## config.mk

```make
export PLATFORM = sky130hd
export DESIGN_NAME = rx_descriptor_ring_scanner_top
export DESIGN_NICKNAME = d
export VERILOG_FILES = /design/src/hw/rtl/rdrs_pkg.sv /design/src/hw/rtl/rdrs_ctrl.sv /design/src/hw/rtl/rdrs_datapath.sv /design/src/hw/rtl/rx_descriptor_ring_scanner_top.sv
export VERILOG_INCLUDE_DIRS = /design/src /design/src/hw/rtl
export SDC_FILE = /design/constraint.sdc
export NUM_CORES = 1
export LEC_CHECK = 0
export BUFFER_PORTS_ARGS = -buffer_cell sky130_fd_sc_hd__buf_4
export CAP_MARGIN = 30
export CORE_MARGIN = 4
export CORE_UTILIZATION = 62
export DETAILED_ROUTE_END_ITERATION = 8
export GPL_TIMING_DRIVEN = 0
export HOLD_SLACK_MARGIN = 0.02
export PLACE_DENSITY = 0.8
export SYNTH_ARGS = -nofsm -noshare
export SYNTH_HDL_FRONTEND = slang
export SYNTH_SLANG_ARGS = --single-unit
export TNS_END_PERCENT = 100
```

## constraint.sdc

```tcl
create_clock -name i_clk -period 4.8 [get_ports i_clk]
set_input_delay 1.2 -clock i_clk [delete_from_list [all_inputs] [get_ports i_clk]]
set_output_delay 1.2 -clock i_clk [all_outputs]
set_load 0.01 [all_outputs]
```

## src/hw/rtl/rx_descriptor_ring_scanner_top_defines.svh

```systemverilog
// Assertion helpers used by the datapath RTL file of the descriptor ring scanner.
// Both expect the module to have i_clk and i_rst_n in scope.
`ifndef RX_DESCRIPTOR_RING_SCANNER_TOP_DEFINES_SVH
`define RX_DESCRIPTOR_RING_SCANNER_TOP_DEFINES_SVH

// The consequent must hold in the same cycle as the antecedent.
`define RDRS_ASSERT_NOW(label, ante, cons, msg) \
    label: assert property (@(posedge i_clk) disable iff (!i_rst_n) (ante) |-> (cons)) \
        else $error(msg);

// The consequent must hold in the cycle after the antecedent.
`define RDRS_ASSERT_NEXT(label, ante, cons, msg) \
    label: assert property (@(posedge i_clk) disable iff (!i_rst_n) (ante) |=> (cons)) \
        else $error(msg);

`endif

```

## src/hw/rtl/rdrs_pkg.sv

```systemverilog
package rdrs_pkg;

    localparam int RING_DEPTH_DEF   = 16;
    localparam int BUFFER_BYTES_DEF = 128;
    localparam int FCS_BYTES        = 4;

    localparam int LEN_W   = 13;
    localparam int SLOT_W  = 4;
    localparam int CHUNK_W = 8;

    // Operation codes carried on the input channel.
    localparam logic OP_FILL  = 1'b0;
    localparam logic OP_FETCH = 1'b1;

    // Commands from the controller to the datapath.
    typedef struct packed {
        logic fill;
        logic fetch_init;
        logic guard_clr;
        logic guard_inc;
        logic release_slot;
        logic walk_init;
        logic walk_take;
        logic walk_adv;
        logic nbuf_dec;
        logic attempt_inc;
        logic calc;
        logic emit;
        logic emit_empty;
    } t_cmd;

    // Status from the datapath to the controller.
    typedef struct packed {
        logic skip_cond;
        logic owned_rp;
        logic guard_done;
        logic step_done;
        logic step_zero;
        logic owned_idx;
        logic start_idx;
        logic end_idx;
        logic nbuf_zero;
        logic attempt_last;
        logic frame_ok;
        logic chunk_last;
        logic out_free;
    } t_status;

endpackage

```

## src/hw/rtl/rdrs_ctrl.sv

```systemverilog
module rdrs_ctrl
    import rdrs_pkg::*;
(
    input  logic    i_clk,
    input  logic    i_rst_n,
    input  logic    i_in_valid,
    input  logic    i_op,
    input  t_status i_status,
    output logic    o_in_ready,
    output t_cmd    o_cmd
);

    localparam logic [2:0] ST_IDLE  = 3'd0;
    localparam logic [2:0] ST_SKIP  = 3'd1;
    localparam logic [2:0] ST_WALK  = 3'd2;
    localparam logic [2:0] ST_LEN   = 3'd3;
    localparam logic [2:0] ST_EMIT  = 3'd4;
    localparam logic [2:0] ST_FLUSH = 3'd5;
    localparam logic [2:0] ST_DROP  = 3'd6;
    localparam logic [2:0] ST_EMPTY = 3'd7;

    logic [2:0] r_state;
    logic [2:0] n_state;

    always_ff @(posedge i_clk) begin
        if (!i_rst_n) begin
            r_state <= ST_IDLE;
        end else begin
            r_state <= n_state;
        end
    end

    always_comb begin
        n_state    = r_state;
        o_cmd      = '0;
        o_in_ready = 1'b0;
        case (r_state)
            ST_IDLE: begin
                o_in_ready = 1'b1;
                if (i_in_valid) begin
                    if (i_op == OP_FILL) begin
                        o_cmd.fill = 1'b1;
                    end else begin
                        o_cmd.fetch_init = 1'b1;
                        n_state          = ST_SKIP;
                    end
                end
            end
            ST_SKIP: begin
                // Release owned slots that do not open a frame.
                if (!i_status.guard_done && i_status.skip_cond) begin
                    o_cmd.release_slot = 1'b1;
                    o_cmd.guard_inc    = 1'b1;
                end else if (!i_status.owned_rp) begin
                    n_state = ST_EMPTY;
                end else begin
                    o_cmd.walk_init = 1'b1;
                    n_state         = ST_WALK;
                end
            end
            ST_WALK: begin
                if (i_status.step_done) begin
                    n_state = ST_DROP;
                end else if (!i_status.owned_idx) begin
                    n_state = ST_EMPTY;
                end else if (!i_status.step_zero && i_status.start_idx) begin
                    n_state = ST_DROP;
                end else begin
                    o_cmd.walk_take = 1'b1;
                    if (i_status.end_idx) begin
                        n_state = ST_LEN;
                    end else begin
                        o_cmd.walk_adv = 1'b1;
                    end
                end
            end
            ST_LEN: begin
                if (i_status.frame_ok) begin
                    o_cmd.calc = 1'b1;
                    n_state    = ST_EMIT;
                end else begin
                    n_state = ST_DROP;
                end
            end
            ST_EMIT: begin
                if (i_status.out_free) begin
                    o_cmd.emit         = 1'b1;
                    o_cmd.release_slot = 1'b1;
                    o_cmd.nbuf_dec     = 1'b1;
                    if (i_status.chunk_last) begin
                        n_state = ST_FLUSH;
                    end
                end
            end
            ST_FLUSH: begin
                if (!i_status.nbuf_zero) begin
                    o_cmd.release_slot = 1'b1;
                    o_cmd.nbuf_dec     = 1'b1;
                end else begin
                    n_state = ST_IDLE;
                end
            end
            ST_DROP: begin
                if (!i_status.nbuf_zero) begin
                    o_cmd.release_slot = 1'b1;
                    o_cmd.nbuf_dec     = 1'b1;
                end else if (i_status.attempt_last) begin
                    n_state = ST_EMPTY;
                end else begin
                    o_cmd.attempt_inc = 1'b1;
                    o_cmd.guard_clr   = 1'b1;
                    n_state           = ST_SKIP;
                end
            end
            ST_EMPTY: begin
                if (i_status.out_free) begin
                    o_cmd.emit_empty = 1'b1;
                    n_state          = ST_IDLE;
                end
            end
            default: begin
                n_state = ST_IDLE;
            end
        endcase
    end

endmodule

```

## src/hw/rtl/rdrs_datapath.sv

```systemverilog
`include "rx_descriptor_ring_scanner_top_defines.svh"

module rdrs_datapath
    import rdrs_pkg::*;
#(
    parameter int RING_DEPTH   = RING_DEPTH_DEF,
    parameter int BUFFER_BYTES = BUFFER_BYTES_DEF
) (
    input  logic               i_clk,
    input  logic               i_rst_n,
    input  t_cmd               i_cmd,
    output t_status            o_status,
    input  logic [SLOT_W-1:0]  i_desc_index,
    input  logic               i_start_mark,
    input  logic               i_end_mark,
    input  logic [LEN_W-1:0]   i_wire_length,
    input  logic [LEN_W-1:0]   i_max_length,
    input  logic               i_out_ready,
    output logic               o_out_valid,
    output logic               o_found,
    output logic [LEN_W-1:0]   o_payload_bytes,
    output logic [SLOT_W-1:0]  o_chunk_slot,
    output logic [CHUNK_W-1:0] o_chunk_bytes,
    output logic               o_last
);

    localparam int IW   = (RING_DEPTH > 1) ? $clog2(RING_DEPTH) : 1;
    localparam int CW   = $clog2(RING_DEPTH + 1);
    localparam int BW   = $clog2(BUFFER_BYTES + 1);
    localparam int CAPW = CW + BW;
    localparam int TW   = (CAPW > LEN_W) ? CAPW : LEN_W;

    localparam logic [IW-1:0]    LAST_SLOT = IW'(RING_DEPTH - 1);
    localparam logic [CW-1:0]    DEPTH_CNT = CW'(RING_DEPTH);
    localparam logic [TW-1:0]    BUF_T     = TW'(BUFFER_BYTES);
    localparam logic [LEN_W-1:0] FCS_L     = LEN_W'(FCS_BYTES);

    logic [RING_DEPTH-1:0] r_owned;
    logic [RING_DEPTH-1:0] r_start;
    logic [RING_DEPTH-1:0] r_end;
    logic [LEN_W-1:0]      r_len_mem [RING_DEPTH];
    logic [LEN_W-1:0]      r_len_q;

    logic [IW-1:0]    r_rp;
    logic [IW-1:0]    r_idx;
    logic [CW-1:0]    r_guard;
    logic [CW-1:0]    r_step;
    logic [CW-1:0]    r_nbuf;
    logic [IW-1:0]    r_attempt;
    logic [LEN_W-1:0] r_max_len;
    logic [LEN_W-1:0] r_total;
    logic [LEN_W-1:0] r_left;

    logic               r_out_valid;
    logic               r_found;
    logic [LEN_W-1:0]   r_payload;
    logic [SLOT_W-1:0]  r_slot;
    logic [CHUNK_W-1:0] r_chunk;
    logic               r_last;

    logic             fill_hit;
    logic [IW-1:0]    fill_addr;
    logic [IW-1:0]    n_rp;
    logic [IW-1:0]    n_idx;
    logic [LEN_W-1:0] net_len;
    logic [TW-1:0]    cap;
    logic [LEN_W-1:0] total;
    logic [LEN_W-1:0] chunk;
    logic             chunk_last;
    logic             out_free;

    assign fill_hit  = 32'(i_desc_index) < RING_DEPTH;
    assign fill_addr = IW'(i_desc_index);
    assign n_rp      = (r_rp == LAST_SLOT) ? '0 : r_rp + 1'b1;
    assign n_idx     = (r_idx == LAST_SLOT) ? '0 : r_idx + 1'b1;

    // Payload after the FCS is stripped, and the part of it the run's buffers can hold.
    assign net_len    = (r_len_q > FCS_L) ? r_len_q - FCS_L : '0;
    assign cap        = TW'(r_nbuf) * BUF_T;
    assign total      = (TW'(net_len) < cap) ? net_len : LEN_W'(cap);
    assign chunk_last = TW'(r_left) <= BUF_T;
    assign chunk      = chunk_last ? r_left : LEN_W'(BUF_T);
    assign out_free   = !r_out_valid || i_out_ready;

    always_comb begin
        o_status              = '0;
        o_status.skip_cond    = r_owned[r_rp] && !r_start[r_rp];
        o_status.owned_rp     = r_owned[r_rp];
        o_status.guard_done   = r_guard == DEPTH_CNT;
        o_status.step_done    = r_step == DEPTH_CNT;
        o_status.step_zero    = r_step == '0;
        o_status.owned_idx    = r_owned[r_idx];
        o_status.start_idx    = r_start[r_idx];
        o_status.end_idx      = r_end[r_idx];
        o_status.nbuf_zero    = r_nbuf == '0;
        o_status.attempt_last = r_attempt == LAST_SLOT;
        o_status.frame_ok     = (net_len != '0) && (net_len <= r_max_len);
        o_status.chunk_last   = chunk_last;
        o_status.out_free     = out_free;
    end

    always_ff @(posedge i_clk) begin
        if (!i_rst_n) begin
            r_owned <= '0;
            r_start <= '0;
            r_end   <= '0;
            r_rp    <= '0;
        end else begin
            if (i_cmd.fill && fill_hit) begin
                r_owned[fill_addr] <= 1'b1;
                r_start[fill_addr] <= i_start_mark;
                r_end[fill_addr]   <= i_end_mark;
            end
            if (i_cmd.release_slot) begin
                r_owned[r_rp] <= 1'b0;
                r_rp          <= n_rp;
            end
        end
    end

    // Length store: written by fills, read at the walk index with a registered output.
    always_ff @(posedge i_clk) begin
        if (i_cmd.fill && fill_hit) begin
            r_len_mem[fill_addr] <= i_wire_length;
        end
        r_len_q <= r_len_mem[r_idx];
    end

    always_ff @(posedge i_clk) begin
        if (!i_rst_n) begin
            r_idx     <= '0;
            r_guard   <= '0;
            r_step    <= '0;
            r_nbuf    <= '0;
            r_attempt <= '0;
        end else begin
            if (i_cmd.fetch_init || i_cmd.guard_clr) begin
                r_guard <= '0;
            end else if (i_cmd.guard_inc) begin
                r_guard <= r_guard + 1'b1;
            end
            if (i_cmd.fetch_init) begin
                r_attempt <= '0;
            end else if (i_cmd.attempt_inc) begin
                r_attempt <= r_attempt + 1'b1;
            end
            if (i_cmd.walk_init) begin
                r_idx  <= r_rp;
                r_step <= '0;
            end else if (i_cmd.walk_adv) begin
                r_idx  <= n_idx;
                r_step <= r_step + 1'b1;
            end
            if (i_cmd.walk_init) begin
                r_nbuf <= '0;
            end else if (i_cmd.walk_take) begin
                r_nbuf <= r_nbuf + 1'b1;
            end else if (i_cmd.nbuf_dec) begin
                r_nbuf <= r_nbuf - 1'b1;
            end
        end
    end

    always_ff @(posedge i_clk) begin
        if (i_cmd.fetch_init) begin
            r_max_len <= i_max_length;
        end
        if (i_cmd.calc) begin
            r_total <= total;
            r_left  <= total;
        end else if (i_cmd.emit) begin
            r_left <= r_left - chunk;
        end
    end

    always_ff @(posedge i_clk) begin
        if (!i_rst_n) begin
            r_out_valid <= 1'b0;
        end else if (i_cmd.emit || i_cmd.emit_empty) begin
            r_out_valid <= 1'b1;
        end else if (i_out_ready) begin
            r_out_valid <= 1'b0;
        end
    end

    always_ff @(posedge i_clk) begin
        if (i_cmd.emit) begin
            r_found   <= 1'b1;
            r_payload <= r_total;
            r_slot    <= SLOT_W'(r_rp);
            r_chunk   <= CHUNK_W'(chunk);
            r_last    <= chunk_last;
        end else if (i_cmd.emit_empty) begin
            r_found   <= 1'b0;
            r_payload <= '0;
            r_slot    <= '0;
            r_chunk   <= '0;
            r_last    <= 1'b1;
        end
    end

    assign o_out_valid     = r_out_valid;
    assign o_found         = r_found;
    assign o_payload_bytes = r_payload;
    assign o_chunk_slot    = r_slot;
    assign o_chunk_bytes   = r_chunk;
    assign o_last          = r_last;

    `RDRS_ASSERT_NOW(a_rp_range, 1'b1, r_rp <= LAST_SLOT, "read pointer left the ring")
    `RDRS_ASSERT_NOW(a_nbuf_range, 1'b1, r_nbuf <= DEPTH_CNT, "run count exceeds ring depth")
    `RDRS_ASSERT_NOW(a_load_free, i_cmd.emit || i_cmd.emit_empty, out_free,
                     "result loaded over a pending result")
    `RDRS_ASSERT_NOW(a_emit_owned, i_cmd.emit, r_owned[r_rp] && r_nbuf != '0,
                     "chunk emitted from a slot outside the run")
    `RDRS_ASSERT_NEXT(a_release_clears, i_cmd.release_slot, !r_owned[$past(r_rp)],
                      "released slot still owned")

endmodule

```

## src/hw/rtl/rx_descriptor_ring_scanner_top.sv

```systemverilog
// Receive descriptor ring scanner.
// Input channel (i_in_valid / o_in_ready) carries one transaction per item. With i_op low
// the item records one descriptor written by the DMA and gives no result.
// With i_op high the item fetches the next frame from the read pointer and gives one result
// per buffer chunk (found set, last on the final chunk), or one empty result with last set.
// Results leave on the output channel (o_out_valid / i_out_ready) from an output register.
// A new input is accepted only after the previous fetch has loaded its last result; that
// result may still wait in the output register while the next item is taken.
// A fetch is run by the scan sequencer: it releases skipped slots, walks the run to its end
// mark, looks up the length, emits each chunk while releasing its slot, and then releases the
// rest of the run; a failed attempt releases its run and starts again. Every attempt releases at
// least one slot and nothing refills the ring during a fetch, so a fetch always ends.
// When the receiver stalls, the sequencer holds on the pending chunk until the output
// register frees. Reset clears all ownership and mark flags and the read pointer; stored
// lengths are only read from owned slots and need no clearing.
module rx_descriptor_ring_scanner_top
    import rdrs_pkg::*;
#(
    parameter int RING_DEPTH   = RING_DEPTH_DEF,
    parameter int BUFFER_BYTES = BUFFER_BYTES_DEF
) (
    input  logic               i_clk,
    input  logic               i_rst_n,
    input  logic               i_in_valid,
    output logic               o_in_ready,
    input  logic               i_op,
    input  logic [SLOT_W-1:0]  i_desc_index,
    input  logic               i_start_mark,
    input  logic               i_end_mark,
    input  logic [LEN_W-1:0]   i_wire_length,
    input  logic [LEN_W-1:0]   i_max_length,
    output logic               o_out_valid,
    input  logic               i_out_ready,
    output logic               o_found,
    output logic [LEN_W-1:0]   o_payload_bytes,
    output logic [SLOT_W-1:0]  o_chunk_slot,
    output logic [CHUNK_W-1:0] o_chunk_bytes,
    output logic               o_last
);

    t_cmd    cmd;
    t_status status;

    rdrs_ctrl u_ctrl (
        .i_clk      (i_clk),
        .i_rst_n    (i_rst_n),
        .i_in_valid (i_in_valid),
        .i_op       (i_op),
        .i_status   (status),
        .o_in_ready (o_in_ready),
        .o_cmd      (cmd)
    );

    rdrs_datapath #(
        .RING_DEPTH   (RING_DEPTH),
        .BUFFER_BYTES (BUFFER_BYTES)
    ) u_datapath (
        .i_clk           (i_clk),
        .i_rst_n         (i_rst_n),
        .i_cmd           (cmd),
        .o_status        (status),
        .i_desc_index    (i_desc_index),
        .i_start_mark    (i_start_mark),
        .i_end_mark      (i_end_mark),
        .i_wire_length   (i_wire_length),
        .i_max_length    (i_max_length),
        .i_out_ready     (i_out_ready),
        .o_out_valid     (o_out_valid),
        .o_found         (o_found),
        .o_payload_bytes (o_payload_bytes),
        .o_chunk_slot    (o_chunk_slot),
        .o_chunk_bytes   (o_chunk_bytes),
        .o_last          (o_last)
    );

endmodule
```

==> flow_summary_export.csv <==
group,metric,value,unit
outcome,outcome,"complete, no violations",
synth,synth_top_family_by_area,"multiplexers",
synth,syn_area_per_cell,14.6,um2
timing,maxSlewHeadroom,0.362,
flow_run,drv_cap,0,
layout,nets,1285,
worst_setup_path,setup.worst_path.class,"flip-flop to flip-flop",
worst_setup_path,endpoint,"u_datapath.r_left[10]$_DFFE_PP_",
die,die_area,28600,um2
global_routing,grt_pass1_vias,10100,
worst_setup_path,crit_buf_inv,2,
synth,synth.most_common_cell,"edfxtp_1",
global_routing,grt-ovfl-total,0,
worst_setup_path,critPathTopFamily,"simple AND/OR/NAND/NOR gates",
detailed_routing,ant_nets,0,
detailed_routing,vias,10200,
synth,yosys-top-cells-area,"edfxtp_1, dfxtp_1, mux4_2",
die,dieWidth,169,um
timing,min_period,4.50,ns
layout,drive_above_1_share,0.228,
worst_setup_path,startpoint,"u_datapath.r_len_q[2]$_DFF_P_",
worst_setup_path,cp_common_cell,"ha_1",
synth,synth_ff_type,"edfxtp_1",
synth,synth_seq_area_share,0.626,
clocking,cts_num_sinks,366,
detailed_routing,wl_per_cell,24.0,um
synth,syn-cell-area,16100,um2
clocking,clk_latency,0.56,ns
synth,synth_xor_area_frac,0.0103,
timing,grt_setup_unrepaired,"no",
layout,final_area,18500,um2
worst_setup_path,cp_max_fo,13,
clocking,cts_setup_buffers,0,
worst_setup_path,worstSetupPathDepth,14,
detailed_routing,route.detailed.drc,0,
detailed_routing,dr.first_iter.drc_count,1210,
power,vdd_drop_max,0.415,mV
synth,synth_top_area_cell,"edfxtp_1",
power,power_density,442,nW/um2
synth,async_flop_share,0,
global_routing,globalRouteTotalUtil,0.266,
timing,maxSlewViolCount,0,
layout,n_antenna_cell,0,
min_path,min_path_cells,2,
worst_setup_path,required,5.00,ns
timing,fin_hold_ws,0.464,ns
synth,synth_cell_types,83,
detailed_routing,routed_wl,37800,um
timing,worst_pin_slew,0.957,ns
global_routing,grt_pass1_wl,57800,um
worst_setup_path,reg2reg_depth,14,
global_routing,antenna_found_initial,0,
timing,fmax,222,MHz
global_routing,grt_max_degree,25,
layout,fin_util,0.729,
worst_setup_path,critical_path_arrival,4.70,ns
synth,synth.area.mux_share,0.146,
timing,setup_viol,0,
placed_design,gp_congestion,0.861,
clocking,root_buffer,"clkbuf_16",
worst_setup_path,end_kind,"flip-flop",
worst_setup_path,critPathMaxStageDelay,0.46,ns
timing,finalCritPeriodShare,0.938,
worst_setup_path,r2r_slack,0.30,ns
clocking,numCtsBuffers,38,
clocking,cts_tree,"done",
die,die_y,169,um
worst_setup_path,r2r-end,"u_datapath.r_left[10]$_DFFE_PP_",
clocking,clock_path_buffers,3,
synth,synth.cells.most_frequent,"edfxtp_1, dfxtp_1, mux4_2, nand2_1",
die,boundaryPins,66,
layout,fillers,1577,
synth,synth_top_area_share,0.510,
power,power_leakage,6.46,nW
synth,synthAdderAreaFrac,0.0269,
detailed_routing,routed_via_density,6.51,
min_path,hold_path_class,"flip-flop to flip-flop",
die,fp.coreArea,25300,um2
timing,timing_hold_violations_final,0,
worst_setup_path,startpoint_type,"flip-flop",
worst_setup_path,cp_cell_sequence,"ha_1 > nor4b_2 > o21ai_1 > nor2_2 > nor2_1 > ha_1 > nand4_1 > nor4_2 > a21oi_1 > a2111o_1 > or3_1 > buf_6 > buf_12 > nand2_2",
clocking,cts-htree-levels,2,
timing,skew,0.0306,ns
layout,syn_to_final_growth,14.8,%
synth,ys_warn_count,0,
synth,ys_seq_elements,366,
die,rows,58,
synth,yosys.area_share.simple,0.0896,
placed_design,dpl.hpwl,24700,um
worst_setup_path,cpMaxStageDelayCell,"dfxtp_1",
worst_setup_path,r2r_start,"u_datapath.r_len_q[2]$_DFF_P_",
synth,synth-edff-count,273,
synth,synth_compound_area_frac,0.0716,
placed_design,io_buffer_count,58,
clocking,cts.clk_slew.worst_paths,0.07,ns
synth,syn_nets,1173,
die,initial_utilization,0.635,
timing,fin_tns_setup,0,ns
detailed_routing,dr.pass1.iters,5,
synth,synthCells,1102,
placed_design,place_area,17100,um2
[worst reg2reg max path: stages (launching register included)]
cell and delay, ns:
dfxtp_1 0.46, ha_1 0.20, nor4b_2 0.32, o21ai_1 0.24, nor2_2 0.38, nor2_1 0.19, ha_1 0.35, nand4_1 0.14
nor4_2 0.41, a21oi_1 0.07, a2111o_1 0.46, or3_1 0.40, buf_6 0.16, buf_12 0.15, nand2_2 0.25
[metal layers]
| layer | vias up | track usage | part of all wire |
|---|---|---|---|
| li1 | 4499 | - | - |
| met1 | 5141 | 0.341 | 0.37 |
| met2 | 502 | 0.454 | 0.51 |
| met3 | 100 | 0.0607 | 0.085 |
| met4 | 0 | 0.0900 | 0.032 |
| met5 | - | 0 | 0 |
[worst min-delay path by stage]
stage,from,endpoint
2_1_floorplan,u_datapath.r_end[10]$_SDFFE_PN0P_,u_datapath.r_end[10]$_SDFFE_PN0P_
3_3_place_gp,u_datapath.r_end[9]$_SDFFE_PN0P_,u_datapath.r_end[9]$_SDFFE_PN0P_
3_5_place_dp,u_datapath.r_end[8]$_SDFFE_PN0P_,u_datapath.r_end[8]$_SDFFE_PN0P_
4_1_cts,u_datapath.r_end[8]$_SDFFE_PN0P_,u_datapath.r_end[8]$_SDFFE_PN0P_
5_1_grt,u_datapath.r_end[8]$_SDFFE_PN0P_,u_datapath.r_end[8]$_SDFFE_PN0P_
6_report,u_datapath.r_end[8]$_SDFFE_PN0P_,u_datapath.r_end[8]$_SDFFE_PN0P_
[per-stage QoR]
step                worst slack (ns)  cells  total power (W)
detailed placement            -0.285   1503          0.00511
global route                  0.0259   1574          0.00847
global placement              -0.955   1490          0.00503
CTS                           0.0220   1573          0.00817
finish                         0.299   1574          0.00816
floorplan                      0.699   1102          0.00466
[cells by family (layout without fill, tap and decap cells)]
family | Yosys count | after routing
DFF | 366 | 366
and+or+nand+nor | 273 | 273
AOI/OAI and AO/OA | 170 | 170
muxes | 128 | 128
buffers and inverters | 111 | 253
adders and majority gates | 34 | 34
xor gates and xnor gates | 18 | 18
other | 2 | 2
[final cells by class]
type	count	area [um2]	share of cell area
Timing Repair Buffer	72	594	0.0322
Tap cell	330	413	0.0224
Multi-Input combinational cell	625	5590	0.303
Buffer	58	284	0.0154
Sequential cell	366	10100	0.545
Inverter	53	203	0.0110
Clock inverter	25	325	0.0176
Clock buffer	45	997	0.0540
[repair_timing]
action	4_1_cts	5_1_grt
gates resized for setup	3	3
setup endpoints to repair	29	39
hold buffers	0	0
[sequential cells by signal, indices dropped and copies added (netlist names), 5 cells and up]
register                    cells
u_datapath.r_end               16
u_datapath.r_start             16
u_datapath.r_len_q             13
u_datapath.r_max_len           13
u_datapath.r_len_mem          208
u_datapath.r_owned             16
u_datapath.r_guard              5
u_datapath.r_total             13
u_datapath.r_nbuf               5
u_datapath.r_step               5
u_datapath.o_chunk_bytes        8
u_datapath.r_left              13
u_datapath.o_payload_bytes     13
[cell usage in the layout (no fill, tap or decap), types with 18 or more instances in the layout]
| master | instances |
|---|---|
| edfxtp_1 | 273 |
| dfxtp_1 | 93 |
| mux4_2 | 78 |
| buf_4 | 65 |
| nand2_1 | 62 |
| inv_1 | 50 |
| nor2_1 | 49 |
| a21oi_1 | 49 |
| clkbuf_1 | 39 |
| o21ai_0 | 38 |
| clkbuf_16 | 38 |
| nand3_1 | 33 |
| ha_1 | 33 |
| mux2i_1 | 29 |
| and2_1 | 20 |
| nor3_1 | 18 |
[power breakdown]
group | leakage [nW] | internal, W | switching [W]
Combinational | 2.58 | 0.000534 | 0.000727
Clock | 0.641 | 0.00184 | 0.00126
Sequential | 3.23 | 0.00367 | 0.000133
Total | 6.46 | 0.00604 | 0.00212
No activity file was read; power rests on OpenSTA's default activity.
